--- config.mk ---
export PLATFORM = sky130hd
export DESIGN_NAME = bsf_sqrt_cell
export DESIGN_NICKNAME = d
export VERILOG_FILES = /design/src/bsf_pkg.sv /design/src/bsf_sqrt_cell.sv
export SDC_FILE = /design/constraint.sdc
export NUM_CORES = 1
export LEC_CHECK = 0
export BUFFER_PORTS_ARGS = -buffer_cell sky130_fd_sc_hd__buf_4
export CAP_MARGIN = 20
export CORE_AREA = 2 2 367 369
export DETAILED_ROUTE_END_ITERATION = 10
export DIE_AREA = 0 0 369 371
export GPL_TIMING_DRIVEN = 0
export PLACE_DENSITY = 0.35
export SLEW_MARGIN = 5
export SYNTH_ARGS = -nofsm -noshare
export SYNTH_HDL_FRONTEND = slang
export SYNTH_SLANG_ARGS = --single-unit
--- constraint.sdc ---
create_clock -name clock -period 4.18 [get_ports clock]
set_input_delay 0.836 -clock clock [delete_from_list [all_inputs] [get_ports clock]]
set_output_delay 0.836 -clock clock [all_outputs]
set_load 0.03 [all_outputs]
--- src/bsf_pkg.sv ---
// Types and constants of the bond spring force pipeline.
`default_nettype none
package bsf_pkg;

   localparam int SQRT_STEPS = 34;        // root bits of the squared length
   localparam int QUO_BITS   = 32;        // quotient bits of the unit vector
   localparam int AXES       = 3;

   localparam logic [49:0] POS_LIM = 50'h0_7FFF_FFFF_FFFF;
   localparam logic [49:0] NEG_LIM = 50'h0_8000_0000_0000;

   typedef struct packed {
      logic               bond_enabled;
      logic [15:0]        sphere_a_index;
      logic [15:0]        sphere_b_index;
      logic signed [31:0] a_pos_x;
      logic signed [31:0] a_pos_y;
      logic signed [31:0] a_pos_z;
      logic signed [31:0] b_pos_x;
      logic signed [31:0] b_pos_y;
      logic signed [31:0] b_pos_z;
      logic [31:0]        rest_length;
      logic [31:0]        stiffness;
      logic               last_bond;
   } req_type;

   typedef struct packed {
      logic [15:0]        out_a_index;
      logic [15:0]        out_b_index;
      logic signed [47:0] normal_force;
      logic signed [47:0] force_x;
      logic signed [47:0] force_y;
      logic signed [47:0] force_z;
      logic               last_out;
   } rsp_type;

   // data that rides along the pipeline with each bond
   typedef struct packed {
      logic                    en;
      logic [15:0]             a_idx;
      logic [15:0]             b_idx;
      logic                    last;
      logic [31:0]             rest;
      logic [31:0]             k;
      logic [AXES-1:0]         dneg;
      logic [AXES-1:0][32:0]   dmag;
      logic [32:0]             len;
      logic                    zero;
      logic                    fneg;
      logic [47:0]             fmag;
      logic [47:0]             fn;
   } bond_type;

   typedef struct packed {
      logic [67:0] rad;
      logic [36:0] rem;
      logic [33:0] root;
   } sqrt_type;

   typedef struct packed {
      logic [AXES-1:0][63:0]         num;
      logic [AXES-1:0][32:0]         rem;
      logic [AXES-1:0][QUO_BITS-1:0] quo;
   } div_type;

   // saturate a magnitude and give it a sign
   function automatic logic [47:0] sign_sat(input logic [49:0] mag, input logic neg);
      logic [49:0] m;
      logic [49:0] r;
      if (neg) begin
         m = (mag > NEG_LIM) ? NEG_LIM : mag;
         r = 50'd0 - m;
      end else begin
         m = (mag > POS_LIM) ? POS_LIM : mag;
         r = m;
      end
      return r[47:0];
   endfunction

endpackage
`default_nettype wire

--- src/bsf_sqrt_cell.sv ---
// One cell of the square root chain: settles one root bit per stage.
`default_nettype none
module bsf_sqrt_cell import bsf_pkg::*; #(
   parameter int PAIR = 0
) (
   input  wire logic     clock,
   input  wire logic     reset,
   input  wire logic     adv,
   input  wire logic     valid_in,
   input  wire bond_type carry_in,
   input  wire sqrt_type st_in,
   output logic          valid_out,
   output bond_type      carry_out,
   output sqrt_type      st_out
);
   logic     valid_ff;
   bond_type carry_ff;
   sqrt_type st_ff, st_in_c;
   logic [36:0] rem_s, trial;

   // shift in the next radicand pair and try the subtract
   always_comb begin
      rem_s   = {st_in.rem[34:0], st_in.rad[2*PAIR+1 -: 2]};
      trial   = {1'b0, st_in.root, 2'b01};
      st_in_c = st_in;
      if (rem_s >= trial) begin
         st_in_c.rem  = rem_s - trial;
         st_in_c.root = {st_in.root[32:0], 1'b1};
      end else begin
         st_in_c.rem  = rem_s;
         st_in_c.root = {st_in.root[32:0], 1'b0};
      end
   end

   always_ff @(posedge clock) begin
      if (reset) begin
         valid_ff <= 1'b0;
      end else if (adv) begin
         valid_ff <= valid_in;
      end
   end

   always_ff @(posedge clock) begin
      if (adv) begin
         carry_ff <= carry_in;
         st_ff    <= st_in_c;
      end
   end

   assign valid_out = valid_ff;
   assign carry_out = carry_ff;
   assign st_out    = st_ff;
endmodule
`default_nettype wire

Yosys cells after proc, flatten, opt, wreduce, memory -nomap -nowiden
Cells that the tools add are included.
{"block": "op_classes", "muxes": 1, "n_addsub": 1, "order_cmp": 1}
{"op": "2-to-1 mux 71 bit", "count": 1}
{"op": ">= comparator 37 x 36 -> 1 bit", "count": 1}
{"op": "subtractor 37 x 36 -> 37 bit", "count": 1}
{"block": "word_totals", "regBits": 471, "wordCells": 22}

Depth between registers and ports, before layout
{"block": "depth", "word_depth": 2, "depth_mapped": 13, "mapped_depth_nobuf": 11}

Worst setup path after synthesis
No wires, ideal clock.
{"block": "synth_timing", "path_kind": "in2reg", "from": "input port st_in[17] (netlist name)", "to": "register st_ff (netlist bit st_out[68]) (data pin)", "slack_ns": 0.754, "required_ns": 3.920, "setup_time_ns": 0.260, "t_arrival_ns": 3.166, "cell_stages": 12, "cell_sequence": "inv_1 -> ha_1 -> clkbuf_1 -> a21o_1 -> a2111o_1 -> a31oi_1 -> nor3b_2 -> o21bai_2 -> a221oi_1 -> o21bai_1 -> xnor2_1 -> mux2_4"}
{"item": "from (decl)", "line": "bsf_sqrt_cell.sv:11", "source": "input wire sqrt_type st_in,"}
{"item": "to (signal assigned)", "line": "bsf_sqrt_cell.sv:46", "source": "st_ff <= st_in_c;"}
{"item": "to (decl)", "line": "bsf_sqrt_cell.sv:18", "source": "sqrt_type st_ff, st_in_c;"}

==> flow_summary_export.csv <==
group,metric,value,unit
outcome,status,"completed",
cts,skew_pair_late_insertion_delay,640,ps
worst_setup_path,worst_setup_path_endpoint,"st_out[65]",
worst_setup_path,timing.critical_path.cells,"buf_4 > inv_1 > ha_1 > o21ai_1 > a22oi_2 > a311o_1 > nand2_1 > a2111oi_2 > o41ai_2 > nand2_2 > buf_2 > nor2_1 > a21oi_1",
power_and_ir_drop,pwr_density,497,mW/mm2
place,place_inst,3586,
synthesis,async_flop_share,0,%
cts,post-cts-setup-buffers,0,
worst_setup_path,regToRegStartpoint,"valid_out",
worst_setup_path,worst-endpoint-arrival,4180,ps
place,place.gp.congestion,0.826,
synthesis,synth_seq_area_share,84.3,%
worst_setup_path,reg2reg_depth,2,
cts,clk_pin_slew_worst_paths,60,ps
worst_setup_path,worst_path_max_delay_cell,"sky130_fd_sc_hd__a22oi_2",
synthesis,syn_avg_cell_area,19.2,um2
floorplanning,starting_density,12.6,%
global_routing,first_global_vias,12900,
worst_setup_path,worst_setup_path_end_kind,"flop",
sta,grt_setup_unrepaired,"no",
sta,finalHoldViolCount,0,
worst_setup_path,setup.worst_path.start_class,"primary input",
cts,tritoncts.num_buffers,67,
worst_setup_path,critical_path_required,4650,ps
synthesis,post-synth-top-area-cell,"sky130_fd_sc_hd__edfxtp_1",
min_path,worst_hold_path_type,"primary input to flop",
routing,violation_count_after_the_first_detailed_routing_iteration,606,
synthesis,synth-edff-count,470,
cts,cts-root-buf,"sky130_fd_sc_hd__clkbuf_16",
synthesis,syn-instance-count,872,
cts,cts_max_level,3,
worst_setup_path,critical_path_class,"primary input to flop",
routing,dr.pass1.iters,5,
sta,finalWorstPathRequiredPeriod,3720,ps
synthesis,netlist.area_leader.share,84.2,%
global_routing,grt_max_degree,116,
synthesis,synth_common_cells,"sky130_fd_sc_hd__edfxtp_1 (470), sky130_fd_sc_hd__a21oi_1 (61), sky130_fd_sc_hd__inv_1 (50)",
place,hpwlAfterDp,63400,um
global_routing,global_route.usage.total,10.9,%
cts,ctsLongestPathBuffers,3,
place,placed_cell_area,0.0262,mm2
sta,final_period_utilization,88.9,%
sta,max_clock_freq,269,MHz
floorplanning,top_level_ports,945,
routing,totalWireLength,78600,um
finish,layout.cell_area.non_filler,0.0284,mm2
worst_setup_path,worst_setup_path_startpoint,"st_in[2]",
finish,finish.net_count,2397,
routing,viasPerCell,3.29,
power_and_ir_drop,power.ir.vdd_worst,0.000280,V
finish,post_route_cells_drive_above_1_share,55.4,%
cts,cts_hold_buf,0,
floorplanning,dieHeight,371,um
synthesis,syn-cell-area,0.0168,mm2
power_and_ir_drop,p_leak,11.6,nW
worst_setup_path,rr_endpoint,"valid_out",
sta,fin_worst_hold_slack,360,ps
worst_setup_path,top_delay_family_on_crit_path,"compound AO/OA/AOI/OAI gates",
worst_setup_path,timing.critical_path.fanout_max,10,
worst_setup_path,critical_path_cell_count,13,
worst_setup_path,count_of_buffering_cells_on_the_critical_path_with_inverters_included,3,
cts,cts_tree,"done",
synthesis,synth.most_common_cell,"sky130_fd_sc_hd__edfxtp_1",
global_routing,number_of_antenna_violations_at_the_first_check_in_global_routing,29,
synthesis,synth_register_bits,471,
finish,final_cells,3706,
worst_setup_path,worst-r2r-setup-slack,3560,ps
synthesis,yosys_warnings,0,
synthesis,synth.area.top_cells,"sky130_fd_sc_hd__edfxtp_1 (84%), sky130_fd_sc_hd__ha_1 (2.7%), sky130_fd_sc_hd__a21oi_1 (1.8%)",
finish,post-route-util,21.4,%
routing,route.detailed.wl_per_inst,21.2,um
floorplanning,placeable_core_region,0.133,mm2
global_routing,gr-total-overflow,0,
flow_run,maxCapViolations,0,
synthesis,synth_ff_type,"sky130_fd_sc_hd__edfxtp_1",
sta,final-setup-viol-count,0,
cts,clkSinkCount,471,
finish,area_growth_syn_to_layout,69.4,%
routing,drtAntennaViolNets,0,
floorplanning,die_w,369,um
routing,dr_total_vias,12200,
sta,headroom_to_the_max_slew_limit,35.4,%
floorplanning,dieArea,0.137,mm2
synthesis,yosys.cell_types.count,59,
routing,post-route-drc-count,0,
sta,timing_worst_slew_pin_value,959,ps
sta,finalClockSkew,0,ps
global_routing,grt_pass1_wl,103000,um
cts,postCtsResizedCells,0,
synthesis,postSynthNetCount,1382,
worst_setup_path,worst_path_largest_cell_delay,460,ps
place,io_buffers,942,
sta,timing.final.max_slew_violations,0,
floorplanning,placement_rows,134,
[per-layer routing]
| layer | GRT usage (%) | part of all wire [%] |
|---|---|---|
| met2 | 20.3 | 54 |
| met4 | 2.86 | 2.3 |
| met3 | 4.89 | 9.3 |
| met5 | 0 | 0.21 |
| met1 | 10.8 | 34 |
[placed cells by master, fill, tap and decap left out, types with 11 or more instances in the layout]
master | Yosys | final
sky130_fd_sc_hd__clkbuf_1 | 7 | 16
sky130_fd_sc_hd__a21o_1 | 14 | 14
sky130_fd_sc_hd__ha_1 | 36 | 36
sky130_fd_sc_hd__clkinv_1 | 0 | 13
sky130_fd_sc_hd__a21oi_1 | 61 | 61
sky130_fd_sc_hd__edfxtp_1 | 470 | 470
sky130_fd_sc_hd__xor2_1 | 11 | 11
sky130_fd_sc_hd__xnor2_1 | 21 | 21
sky130_fd_sc_hd__clkbuf_16 | 0 | 68
sky130_fd_sc_hd__nor2_1 | 37 | 37
sky130_fd_sc_hd__nand3_1 | 13 | 13
sky130_fd_sc_hd__buf_4 | 0 | 941
sky130_fd_sc_hd__inv_1 | 50 | 50
sky130_fd_sc_hd__nand2_1 | 26 | 26
sky130_fd_sc_hd__o21ai_0 | 16 | 16
[cell type report]
cell class	instances	area, um2
Inverter	50	188
Clock buffer	77	1740
Buffer	16	90.1
Clock inverter	40	488
Fill cell	14300	104000
Antenna cell	3	7.51
Multi-Input combinational cell	335	2350
Tap cell	1768	2210
Timing Repair Buffer	946	7190
Sequential cell	471	14100
[registers in the layout (all words and copies together), names as in the netlist]
name	cells
carry_out	331
st_out	139
valid_out	1
[power breakdown]
group | internal (mW) | switching, mW
clock network | 3.51 | 2.32
logic | 0.947 | 1.54
registers | 5.67 | 0.131
[worst min path at each step]
stage / end / slack [ps] / from / depth (start not counted)
after floorplan: valid_out / 630 / valid_out / 2
after CTS: st_out[101] / 260 / st_in[101] / 1
after global routing: st_out[137] / 280 / st_in[137] / 1
after global placement: valid_out / 500 / valid_out / 2
after detailed placement: valid_out / 520 / valid_out / 2
final: st_out[106] / 360 / st_in[106] / 1
[per-stage QoR]
step                setup WS, ps  setup TNS [ps]  power (mW)
finish                       463               0        14.1
floorplan                    754               0        7.05
global placement           -1870         -839090        8.46
detailed placement          -348           -6570        8.43
global route                 163               0        14.7
CTS                          375               0        14.5
[worst reg2reg max path, cell delays in order, from the launching register on]
cell and delay [ps]:
sky130_fd_sc_hd__dfxtp_1 310, sky130_fd_sc_hd__mux2i_1 140, sky130_fd_sc_hd__nor2_1 50
[logic make-up after synthesis]
group / count (synthesis) / share of synthesized area, %
compound gates: 142 / 5.57
simple gates: 116 / 3.40
mux: 9 / 0.664
flops: 471 / 84.3
fa+ha+maj: 36 / 2.69
xor+xnor: 32 / 1.67
buf+inv: 66 / 1.66
No activity file was read; power rests on OpenSTA's default activity.
