==> src/bsf_pkg.sv <==
// Types and constants of the bond spring force pipeline.
`default_nettype none
package bsf_pkg;

   localparam int SQRT_STEPS = 34;        // root bits of the squared length
   localparam int QUO_BITS   = 32;        // quotient bits of the unit vector
   localparam int AXES       = 3;

   localparam logic [49:0] POS_LIM = 50'h0_7FFF_FFFF_FFFF;
   localparam logic [49:0] NEG_LIM = 50'h0_8000_0000_0000;

   typedef struct packed {
      logic               bond_enabled;
      logic [15:0]        sphere_a_index;
      logic [15:0]        sphere_b_index;
      logic signed [31:0] a_pos_x;
      logic signed [31:0] a_pos_y;
      logic signed [31:0] a_pos_z;
      logic signed [31:0] b_pos_x;
      logic signed [31:0] b_pos_y;
      logic signed [31:0] b_pos_z;
      logic [31:0]        rest_length;
      logic [31:0]        stiffness;
      logic               last_bond;
   } req_type;

   typedef struct packed {
      logic [15:0]        out_a_index;
      logic [15:0]        out_b_index;
      logic signed [47:0] normal_force;
      logic signed [47:0] force_x;
      logic signed [47:0] force_y;
      logic signed [47:0] force_z;
      logic               last_out;
   } rsp_type;

   // data that rides along the pipeline with each bond
   typedef struct packed {
      logic                    en;
      logic [15:0]             a_idx;
      logic [15:0]             b_idx;
      logic                    last;
      logic [31:0]             rest;
      logic [31:0]             k;
      logic [AXES-1:0]         dneg;
      logic [AXES-1:0][32:0]   dmag;
      logic [32:0]             len;
      logic                    zero;
      logic                    fneg;
      logic [47:0]             fmag;
      logic [47:0]             fn;
   } bond_type;

   typedef struct packed {
      logic [67:0] rad;
      logic [36:0] rem;
      logic [33:0] root;
   } sqrt_type;

   typedef struct packed {
      logic [AXES-1:0][63:0]         num;
      logic [AXES-1:0][32:0]         rem;
      logic [AXES-1:0][QUO_BITS-1:0] quo;
   } div_type;

   // saturate a magnitude and give it a sign
   function automatic logic [47:0] sign_sat(input logic [49:0] mag, input logic neg);
      logic [49:0] m;
      logic [49:0] r;
      if (neg) begin
         m = (mag > NEG_LIM) ? NEG_LIM : mag;
         r = 50'd0 - m;
      end else begin
         m = (mag > POS_LIM) ? POS_LIM : mag;
         r = m;
      end
      return r[47:0];
   endfunction

endpackage
`default_nettype wire

==> src/bsf_div_cell.sv <==
// One cell of the divider chain: one quotient bit for each of the three axes.
`default_nettype none
module bsf_div_cell import bsf_pkg::*; #(
   parameter int QBIT = 0
) (
   input  wire logic     clock,
   input  wire logic     reset,
   input  wire logic     adv,
   input  wire logic     valid_in,
   input  wire bond_type carry_in,
   input  wire div_type  st_in,
   output logic          valid_out,
   output bond_type      carry_out,
   output div_type       st_out
);
   logic     valid_ff;
   bond_type carry_ff;
   div_type  st_ff, st_in_c;
   logic [33:0] rem_s;

   // restoring step per lane against the bond length
   always_comb begin
      st_in_c = st_in;
      rem_s   = '0;
      for (int j = 0; j < AXES; j++) begin
         rem_s = {st_in.rem[j], st_in.num[j][QBIT]};
         if (rem_s >= {1'b0, carry_in.len}) begin
            rem_s = rem_s - {1'b0, carry_in.len};
            st_in_c.quo[j][QBIT] = 1'b1;
         end else begin
            st_in_c.quo[j][QBIT] = 1'b0;
         end
         st_in_c.rem[j] = rem_s[32:0];
      end
   end

   always_ff @(posedge clock) begin
      if (reset) begin
         valid_ff <= 1'b0;
      end else if (adv) begin
         valid_ff <= valid_in;
      end
   end

   always_ff @(posedge clock) begin
      if (adv) begin
         carry_ff <= carry_in;
         st_ff    <= st_in_c;
      end
   end

   assign valid_out = valid_ff;
   assign carry_out = carry_ff;
   assign st_out    = st_ff;
endmodule
`default_nettype wire

==> config.mk <==
export PLATFORM = sky130hd
export DESIGN_NAME = bsf_div_cell
export DESIGN_NICKNAME = d
export VERILOG_FILES = /design/src/bsf_pkg.sv /design/src/bsf_div_cell.sv
export SDC_FILE = /design/constraint.sdc
export NUM_CORES = 1
export LEC_CHECK = 0
export ABC_AREA = 0
export BUFFER_PORTS_ARGS = -buffer_cell sky130_fd_sc_hd__clkbuf_2
export CELL_PAD_IN_SITES_DETAIL_PLACEMENT = 0
export CELL_PAD_IN_SITES_GLOBAL_PLACEMENT = 1
export CORE_AREA = 10 10 553 555
export CTS_CLUSTER_DIAMETER = 50
export DETAILED_ROUTE_END_ITERATION = 8
export DIE_AREA = 0 0 563 565
export PLACE_DENSITY = 0.42
export SLEW_MARGIN = 20
export SYNTH_ARGS = -nofsm -noshare
export SYNTH_HDL_FRONTEND = slang
export SYNTH_SLANG_ARGS = --single-unit
==> constraint.sdc <==
create_clock -name clock -period 3.95 [get_ports clock]
set_clock_uncertainty 0.1 [all_clocks]
set_input_delay 0.79 -clock clock [delete_from_list [all_inputs] [get_ports clock]]
set_output_delay 0.79 -clock clock [all_outputs]
set_load 0.1 [all_outputs]
# Yosys cells after proc, flatten, opt, wreduce, memory -nomap -nowiden

Cells that the tools add are included.

Register bits: 719
Bits in latches: 0
Memory bits (writable): 0
Bits in read-only memories: 0
Input bits: 722
Memories kept: 0

$add $sub $neg: 3
Multipliers: 0
Div/mod/pow operators: 0
Order comparisons: 3
Eq/ne operators: 0
Shift operators: 0
Multiplexer cells: 6
Bitwise gates (word level): 0
Reduce and logical (&&, ||, !) cells: 0

Operators by type and width:

| operator                                     | count |
|---|---|
| greater-or-equal comparator 34 x 33 -> 1 bit | 3 |
| two-way mux 33 bit                           | 3 |
| subtractor 33 bit                            | 3 |
| two-way mux 1 bit                            | 3 |

# Logic depth before layout (Yosys ltp)

Gate-level depths: netlist of run 1.

Depth after elaboration: 2
Mapped depth: 14
Mapped depth without buffers: 13

# Worst setup path before layout of run 1

No wires, ideal clock.

Path kind: input to register
Start point: input st_in[195] (netlist bit)
End point: register st_ff, in the netlist st_out[124], data pin
Arrival: 3.222 ns
Path slack: 0.373 ns
Stages on the path: 12
Cells stage by stage: inv_1 > ha_1 > inv_1 > fa_1 > a211oi_2 > o21ai_1 > a32oi_2 > o211ai_2 > a32o_1 > o2111a_1 > or3_1 > a31o_1

RTL lines:

| item                 | line               | text |
|---|---|---|
| from (decl)          | bsf_div_cell.sv:11 | `input wire div_type st_in,` |
| to (signal assigned) | bsf_div_cell.sv:48 | `st_ff <= st_in_c;` |
| to (decl)            | bsf_div_cell.sv:18 | `div_type st_ff, st_in_c;` |

==> results.md, run 1 <==
* Count of different cell masters after synthesis at just over 80
* Worst Hold Launch: st_in[330]
* Critical Path, Cell by Cell: dlygate4sd3_1, clkbuf_2, inv_1, ha_1, buf_4, o21a_1, o31ai_1, a211oi_2, o21ai_1, buf_4, o21a_1, buf_4, a2111oi_0, nor4_1, a311oi_1
* Most Used Layer, Global Route: met2
* Internal power at 18.8 mW
* Post-Syn Area at between 20,000 and 30,000 µm²
* Worst Setup End Kind: register
* Category of the critical setup timing path: primary input to register
* Wire length of the first global-routing pass at roughly 270,000 µm
* Worst path bufs/invs at 6
* Pwr Density at 582 nW/µm²
* Initial DRC Count at 1,830
* Routed via count divided by cell count at 3.21
* Count of vias placed by the detailed router at between 20,000 and 30,000
* Share of total power in sequential cells at 30.9%
* Commonest cells after routing, fill and taps aside: sky130_fd_sc_hd__clkbuf_2 (1,436), sky130_fd_sc_hd__edfxtp_1 (718), sky130_fd_sc_hd__dlygate4sd3_1 (485)
* Part of the power in combinational logic at approximately 30%
* Area enclosed by the die boundary at 318,000 µm²
* Worst slew pin tran at 0.976 ns
* Maximum level of the CTS H-tree at 4
* Highest net fanout along the worst path at 4
* Total wire length at 213,000 µm
* Final Wtd Congestion at 0.847
* Post-synthesis sequential element count at roughly 720
* Number of clock sinks at 719
* # placed instances at 7,469
* Data arrival time of the worst path at 4.28 ns
* Number of flops mapped to enable cells by yosys at 718
* Proportion of total power due to net switching at 39.2%
* Proportion of netlist area held by the largest area contributor at approximately three quarters
* Net switching component of the power at 12.1 mW
* DRC violation count after routing at 0
* Final core utilization at 18.0%
* Fin cells at between 8,000 and 9,000
* Most used cell along the critical path: sky130_fd_sc_hd__buf_4
* Number of antenna violations at the first check in global routing at 84
* Yosys synthesis warning count at 0
* Minimum clock period after layout at 3.81 ns
* Max-slew violation count at 0
* Static Leak at 22.3 nW
* Min Hold Slack at 0.0932 ns
* Area delta synth->final at 86.1%
* Portion of the clock cycle consumed by the worst path in the final layout at 96.4%
* Number of buffers between clock root and the deepest sink at 4
* Total GRT Usage at 12.6%
* GR Layer Usage met2 at 21.6%
* Share of async-settable or async-resettable flops after synthesis at 0%
* Sequential cell area at 21,600 µm²
* Launch instance of the worst register-to-register path: valid_out
* Worst ir drop on vdd at about 0.00032 V
* CTS tree: yes
* Post-Synthesis Net Count at 2,596
* Clock Tree Root: sky130_fd_sc_hd__clkbuf_16
* Slew HR at 35.2%
* Avg Synthesized Cell Area at 16.1 µm²
* RSZ-0062 raised after global routing: no
* First-pass iteration count of the detailed router at 5
* CP top delay family: compound AO/OA/AOI/OAI gates
* Most common cell after layout, fill and taps aside: sky130_fd_sc_hd__clkbuf_2
* Count of boundary I/O pins at 1,441
* Outcome: finished, final reports clean
* Power, Total at ~31 mW
* Multi-input gate area in the final layout at 6460 µm²
* Share of post-route cells with drive strength above 1 at 48.0%
* Type of the worst min-delay path: primary input to register
* Via count of the first global-routing pass at 27,500
* Dpl cell area at between 40,000 and 50,000 µm²
* Core Box Area at a little under 300,000 µm²
* Post-synthesis cell count at about 1,800
* CP max stage delay at 0.58 ns
* Largest cells by area after synthesis: sky130_fd_sc_hd__edfxtp_1 (76%), sky130_fd_sc_hd__ha_1 (4.3%), sky130_fd_sc_hd__a21oi_1 (2.6%), sky130_fd_sc_hd__nor2_1 (1.7%), sky130_fd_sc_hd__xnor2_1 (1.4%)
* Post-route worst setup slack at 0.140 ns
* GRT Residual Overflow at 0
* HPWL after DPL at 184,000 µm
* Fraction of met3 tracks used by global routing at between 4 and 5%
* GR Util met1 at 14.6%
* Timing-limited maximum frequency at 262 MHz
* Die Span Y at approximately 570 µm
* Crit path required time at 4.42 ns
* Sequential area share after synthesis at 75.7%
* Final setup vio count at 0
* Number of buffer cells added on primary ports at 1,437
* Number of buffers created by CTS at 138
* Design Area, Final at about 53,000 µm²
* Number of buffers added for setup after CTS at 0
* Crit path launch: carry_in[101]
* Dominant cell type by area after synthesis: sky130_fd_sc_hd__edfxtp_1
* Largest net degree at the start of global routing at 106
* Number of hold violations in the final report at 0
* CTS clk-pin slew, worst paths at 0.05 ns
* Floorplan row count at 200
* Drt wl/cell at 25.9 µm
* Ys flop type: sky130_fd_sc_hd__edfxtp_1
* Slowest-stage cell, CP: sky130_fd_sc_hd__a2111oi_0
* Number of inserted filler cells in the final layout at approximately 33,000
* Number of nets still failing antenna checks after routing at 0
* Horizontal die dimension at 563 µm
* Clock network fraction of design power at 39.2%
* Initial core utilization at 9.66%
* # Max-Cap Violations at 0
* CP Launch Type: primary input
* Final #Nets at 4,979
* Post-Place Setup Slack at -0.336 ns
* Worst-skew pair later-pin latency at between 0.7 and 0.8 ns
* Final TNS setup at 0 ns
## Yosys cell counts (22+ instances only)
master,instances
sky130_fd_sc_hd__nand2_1,71
sky130_fd_sc_hd__o21ai_0,54
sky130_fd_sc_hd__ha_1,99
sky130_fd_sc_hd__xnor2_1,47
sky130_fd_sc_hd__clkbuf_1,22
sky130_fd_sc_hd__a21oi_1,150
sky130_fd_sc_hd__xor2_1,27
sky130_fd_sc_hd__a21o_1,41
sky130_fd_sc_hd__nor2_1,127
sky130_fd_sc_hd__edfxtp_1,718
sky130_fd_sc_hd__nand3_1,26
sky130_fd_sc_hd__inv_1,68
## sequential cells by signal (all words and copies together), names as in the netlist
register / cells
st_out: 387
valid_out: 1
carry_out: 331
## cell families (layout without fill, tap and decap cells)
logic type	after synthesis	count (layout)	share of synthesized area (%)
AOI/OAI and AO/OA	404	404	9.32
buffers and inverters	113	2598	1.68
adders and majority gates	102	102	4.55
and+or+nand+nor	338	338	5.63
other	0	13	0
muxes	22	22	0.856
DFF	719	719	75.7
xor gates and xnor gates	74	74	2.27
## per-layer routing
metal	up-vias	share of wire (%)
met2	1350	48
met3	324	9.9
met4	0	3.1
met5	-	0
met1	13000	39
li1	11700	-
## cell type report
cell class              count  share of cell area, %
multi-input cells         940                   12.2
inverters                  70                  0.500
clock buffers             153                   6.61
flip-flops and latches    719                   40.7
repair buffers           2286                   28.5
clock inverters            89                   2.17
well taps                3939                   9.29
diodes                     13                 0.0613
## final timing paths
path	to	cells after the start	slack, ns
hold reg to reg	valid_out	2	0.41
setup reg to reg	valid_out	2	3.26
setup / recovery	st_out[121]	15	0.14
hold / removal	st_out[330]	1	0.09
## power by group through the flow
stage	clock network, mW	logic [mW]	registers (mW)
after CTS	12.6	9.37	9.55
after global routing	12.9	9.61	9.59
after floorplan	0	1.04	14.5
after global placement	0	8.91	9.69
after detailed placement	0	8.89	9.67
final	12.1	9.24	9.53
## timing repair
item / 4_1_cts / 5_1_grt
endpoints found under the hold margin: 485 / 0
gates resized for setup: 0 / 6
setup endpoints to repair: 0 / 27
hold buffers: 485 / 0
Note: power is estimated with default switching activity, not from simulation.
==> run 2: changes to the inputs <==
--- a/config.mk
+++ b/config.mk
@@ -10,9 +10,11 @@
 export CELL_PAD_IN_SITES_DETAIL_PLACEMENT = 0
 export CELL_PAD_IN_SITES_GLOBAL_PLACEMENT = 1
 export CORE_AREA = 10 10 553 555
+export CTS_BUF_LIST = sky130_fd_sc_hd__clkbuf_16
 export CTS_CLUSTER_DIAMETER = 50
 export DETAILED_ROUTE_END_ITERATION = 8
 export DIE_AREA = 0 0 563 565
+export MAX_ROUTING_LAYER = met4
 export PLACE_DENSITY = 0.42
 export SLEW_MARGIN = 20
 export SYNTH_ARGS = -nofsm -noshare
==> results.md, run 2 (synthesis results as in run 1) <==
* Outcome: finished, final reports clean
* Internal power at 18.7 mW
* Share of post-route cells with drive strength above 1 at a little under 50%
* Worst-skew pair later-pin latency at 0.76 ns
* Count of boundary I/O pins at ~1,400
* Number of buffers added for setup after CTS at 0
* CP max stage delay at 0.58 ns
* Most Used Layer, Global Route: met2
* Commonest cells after routing, fill and taps aside: sky130_fd_sc_hd__clkbuf_2 (1,436), sky130_fd_sc_hd__edfxtp_1 (718), sky130_fd_sc_hd__dlygate4sd3_1 (485)
* Number of nets still failing antenna checks after routing at 0
* CP top delay family: compound AO/OA/AOI/OAI gates
* Most common cell after layout, fill and taps aside: sky130_fd_sc_hd__clkbuf_2
* Static Leak at 22.3 nW
* Final core utilization at between 15 and 20%
* GR Layer Usage met2 at 21.6%
* Final setup vio count at 0
* Max FFs per register at 387
* Slowest-stage cell, CP: sky130_fd_sc_hd__a2111oi_0
* CTS clk-pin slew, worst paths at 0.05 ns
* Max-slew violation count at 0
* Net switching component of the power at 12.1 mW
* Slew HR at 38.9%
* Worst ir drop on vdd at 0.000318 V
* Final Wtd Congestion at roughly 0.86
* Drt wl/cell at 25.9 µm
* HPWL after DPL at between 150,000 and 200,000 µm
* Maximum level of the CTS H-tree at 4
* Portion of the clock cycle consumed by the worst path in the final layout at 97.0%
* Proportion of total power due to net switching at 39.3%
* Area delta synth->final at 86.0%
* Part of the power in combinational logic at 30.0%
* Worst path bufs/invs at 6
* Type of the worst min-delay path: primary input to register
* Total wire length at 213,000 µm
* Initial DRC Count at 1,842
* Via count of the first global-routing pass at 27,500
* Worst slew pin tran at 0.921 ns
* Most used cell along the critical path: sky130_fd_sc_hd__buf_4
* Total GRT Usage at around an eighth
* # Max-Cap Violations at 0
* RSZ-0062 raised after global routing: no
* Initial core utilization at 9.66%
* Fraction of met3 tracks used by global routing at 5.11%
* Pwr Density at approximately 580 nW/µm²
* Crit path required time at about 4.4 ns
* Critical Path, Cell by Cell: dlygate4sd3_1, clkbuf_2, inv_1, ha_1, buf_4, o21a_1, o31ai_1, a211oi_2, o21ai_1, buf_4, o21a_1, buf_4, a2111oi_0, nor4_1, a311oi_1
* Timing-limited maximum frequency at 261 MHz
* Final #Nets at 4,979
* Category of the critical setup timing path: primary input to register
* Share of total power in sequential cells at 30.9%
* # placed instances at approximately 7,500
* Number of clock sinks at approximately 700
* Area enclosed by the die boundary at 318,000 µm²
* Die Span Y at 565 µm
* Fin cells at 8,204
* Number of buffers created by CTS at about 140
* CP Launch Type: primary input
* Routed via count divided by cell count at approximately 3.2
* Number of inserted filler cells in the final layout at 32,600
* Number of antenna violations at the first check in global routing at between 80 and 90
* Data arrival time of the worst path at approximately 4.3 ns
* Highest net fanout along the worst path at 4
* Design Area, Final at 53,000 µm²
* Number of buffers between clock root and the deepest sink at 4
* DRC violation count after routing at 0
* Multi-input gate area in the final layout at 6460 µm²
* Clock Tree Root: sky130_fd_sc_hd__clkbuf_16
* First-pass iteration count of the detailed router at 5
* Floorplan row count at 200
* Clock network fraction of design power at 39.1%
* Minimum clock period after layout at 3.83 ns
* Dpl cell area at 43,500 µm²
* Worst Setup End Kind: register
* Number of hold violations in the final report at 0
* Count of vias placed by the detailed router at 26,300
* GR Util met1 at about 14%
* Largest net degree at the start of global routing at around 110
* Sequential cell area at 21,600 µm²
* GRT Residual Overflow at 0
* Number of buffer cells added on primary ports at roughly 1,400
* Horizontal die dimension at 563 µm
* CTS tree: yes
* Wire length of the first global-routing pass at 269,000 µm
* Core Box Area at slightly below 300,000 µm²
[run 2: power groups by stage]
| stage | Sequential (mW) | Clock, mW | Combinational, mW |
|---|---|---|---|
| global placement | 9.69 | 0 | 8.91 |
| floorplan | 14.5 | 0 | 1.04 |
| finish | 9.53 | 12.1 | 9.24 |
| global route | 9.59 | 12.8 | 9.61 |
| detailed placement | 9.67 | 0 | 8.89 |
| CTS | 9.55 | 12.5 | 9.37 |
[run 2: metrics by stage]
stage               hold WS [ns]  power [mW]  setup slack [ns]  TNS (ns)
floorplan                  0.762        15.6             0.373         0
global placement           0.394        18.6            -0.392    -22.53
CTS                    0.0000723        31.4            0.0644         0
detailed placement         0.393        18.6            -0.336    -20.33
global route              0.0292        32.0           0.00432         0
finish                     0.100        30.8             0.117         0
[run 2: final timing paths]
path | slack (ns) | startpoint | end | cells past startpoint
worst max-delay path | 0.12 | carry_in[101] | st_out[121] | 15
worst min register to register | 0.41 | valid_out | valid_out | 2
worst min-delay path | 0.10 | st_in[330] | st_out[330] | 1
worst max register to register | 3.26 | valid_out | valid_out | 2
[run 2: worst register-to-register path, delay by kind of cell (launching register included)]
family        cells  cell delay (ns)
flops             1             0.30
simple gates      1             0.05
mux               1             0.13
[run 2: timing repair]
item / in CTS / in global routing
hold buffers: 485 / 0
setup endpoints to repair: 0 / 27
gates resized for setup: 0 / 6
endpoints found under the hold margin: 485 / 0
[run 2: routing by layer]
layer  vias to the layer above  routed length (µm)
li1                      11700                   -
met1                     12900               82200
met2                      1294              103000
met3                       323               21700
met4                         0                6130
met5                         -                   0
[run 2: area by class of cell]
type	count	area share [%]
antenna	8	0.0377
clock buffer	138	6.51
clock inverter	104	2.28
inverter	70	0.500
multi-input combinational	940	12.2
sequential	719	40.7
tap	3939	9.29
timing repair buffer	2286	28.5
==> run 3: changes to the inputs <==
--- a/config.mk
+++ b/config.mk
@@ -16,6 +16,7 @@
 export DIE_AREA = 0 0 563 565
 export MAX_ROUTING_LAYER = met4
 export PLACE_DENSITY = 0.42
+export REMOVE_ABC_BUFFERS = 1
 export SLEW_MARGIN = 20
 export SYNTH_ARGS = -nofsm -noshare
 export SYNTH_HDL_FRONTEND = slang
==> results.md, run 3 (synthesis results as in run 1) <==
* Wire length of the first global-routing pass at 265,000 µm
* Critical Path, Cell by Cell: dlygate4sd3_1, clkbuf_2, inv_1, buf_4, ha_1, nor2b_1, o31ai_1, buf_4, a21oi_1, o211ai_2, a2111oi_0, nor3_1, buf_4, xnor2_1, mux2_1
* Cell count along the critical path at 15
* Slowest-stage cell, CP: sky130_fd_sc_hd__dlygate4sd3_1
* Number of buffer cells added on primary ports at 1,437
* Final Wtd Congestion at 0.867
* RSZ-0062 raised after global routing: no
* Core Box Area at 295,000 µm²
* Worst path bufs/invs at 6
* Type of the worst min-delay path: primary input to register
* Initial DRC Count at 1,751
* Slew HR at about 37%
* Count of vias placed by the detailed router at 25,900
* Worst Setup End Kind: register
* Initial core utilization at under 10%
* Power, Total at about 30 mW
* Pwr Density at 585 nW/µm²
* First-pass iteration count of the detailed router at 5
* Via count of the first global-routing pass at 27,100
* Worst-skew pair later-pin latency at 0.74 ns
* Timing-limited maximum frequency at 263 MHz
* Hold Crit Depth at 1
* Area delta synth->final at 82.4%
* Number of hold violations in the final report at 0
* Worst Hold Launch: st_in[300]
* Highest net fanout along the worst path at 4
* Count of boundary I/O pins at 1,441
* R2R cell count at 2
* CTS clk-pin slew, worst paths at 0.05 ns
* Launch instance of the worst register-to-register path: valid_out
* Total GRT Usage at 12.7%
* Number of antenna violations at the first check in global routing at 97
* CP top delay family: buffers and inverters
* Clock Tree Root: sky130_fd_sc_hd__clkbuf_16
* Maximum level of the CTS H-tree at 4
* Max-slew violation count at 0
* RR Endpoint: valid_out
* Most common cell after layout, fill and taps aside: sky130_fd_sc_hd__clkbuf_2
* CP Launch Type: primary input
* Drt wl/cell at around 26 µm
* CTS tree: yes
* Horizontal die dimension at 563 µm
* Die Span Y at 565 µm
* Area enclosed by the die boundary at ~320,000 µm²
* Sink of the worst hold path: st_out[300]
* Final #Nets at 4,852
* Number of inserted filler cells in the final layout at 32,700
* Portion of the clock cycle consumed by the worst path in the final layout at between 90% and 100%
* Data arrival time of the worst path at approximately 4.2 ns
* Crit path launch: carry_in[99]
* Number of buffers created by CTS at between 100 and 150
* Static Leak at 21.7 nW
* Crit path required time at 4.34 ns
* GRT Residual Overflow at 0
* Number of nets still failing antenna checks after routing at 0
* Final setup vio count at 0
* DRC violation count after routing at 0
* Final TNS setup at 0 ns
* CP max stage delay at around 0.55 ns
* Category of the critical setup timing path: primary input to register
* Worst ir drop on vdd at between 0.0003 and 0.0004 V
* Total wire length at ~210,000 µm
* Commonest cells after routing, fill and taps aside: sky130_fd_sc_hd__clkbuf_2 (1,436), sky130_fd_sc_hd__edfxtp_1 (718), sky130_fd_sc_hd__dlygate4sd3_1 (430)
* Most used cell along the critical path: sky130_fd_sc_hd__buf_4
* Largest net degree at the start of global routing at 56
* Minimum clock period after layout at 3.81 ns
* Share of post-route cells with drive strength above 1 at 47.8%
* Number of buffers between clock root and the deepest sink at 4
* HPWL after DPL at approximately 180,000 µm
* Routed via count divided by cell count at 3.20
* Worst reg-to-reg setup slack at about 3.3 ns
* Outcome: finished, final reports clean
* Number of clock sinks at ~700
* # Max-Cap Violations at 0
* Floorplan row count at 200
* Max FFs per register at 387
* Worst slew pin tran at approximately 0.95 ns
run 3: worst reg2reg max path: stages (launching register included):
cell and delay [ns]:
sky130_fd_sc_hd__dfxtp_1 0.31, sky130_fd_sc_hd__mux2i_1 0.13, sky130_fd_sc_hd__nor2_1 0.05
run 3: how the worst max path moves through the flow:
stage,to,slack [ns]
final,st_out[191],0.14
after global routing,st_out[191],0.04
after CTS,st_out[121],0.08
after detailed placement,st_out[121],-0.16
after global placement,st_out[126],-0.17
after floorplan,st_out[163],-0.05
run 3: what timing repair did:
item	CTS	global route
hold buffers	430	0
resized for setup	0	5
hold endpoints to repair	430	0
setup endpoints to repair	0	2
buffers inserted	0	1
run 3: final cells by class:
cell class / instances / area, µm² / area share, %
Timing Repair Buffer: 2160 / 14100 / 27.1
Multi-Input combinational cell: 940 / 6470 / 12.4
Sequential cell: 719 / 21600 / 41.5
Inverter: 70 / 263 / 0.505
Clock buffer: 139 / 3480 / 6.69
Tap cell: 3939 / 4930 / 9.48
Clock inverter: 106 / 1120 / 2.16
Antenna cell: 25 / 62.6 / 0.120
run 3: stage by stage:
stage	setup WS [ns]	instance area (µm²)	util (%)	hold WS, ns	instances
after floorplan	-0.0459	28300	-	0.762	1729
after global placement	-0.172	43000	14.6	0.394	7397
after detailed placement	-0.161	43000	14.6	0.410	7397
after CTS	0.0786	51900	17.6	0.0000242	8072
after global routing	0.0395	52000	17.6	0.0201	8095
final	0.143	52000	17.6	0.0955	8098
run 3: power breakdown:
part           leakage (nW)  switching, mW  internal (mW)
clock network          2.24           4.46           7.41
registers              7.04          0.326           9.24
logic                  12.4           7.20           1.80
run 3: per-layer routing:
| layer | global-route usage [%] | wire length (µm) | part of all wire, % | vias up |
|---|---|---|---|---|
| met1 | 14.0 | 80500 | 39 | 12700 |
| met4 | 4.41 | 8050 | 3.9 | 0 |
| met3 | 4.45 | 18500 | 8.9 | 365 |
| li1 | - | - | - | 11500 |
| met5 | - | 0 | 0 | - |
| met2 | 21.4 | 101000 | 49 | 1277 |
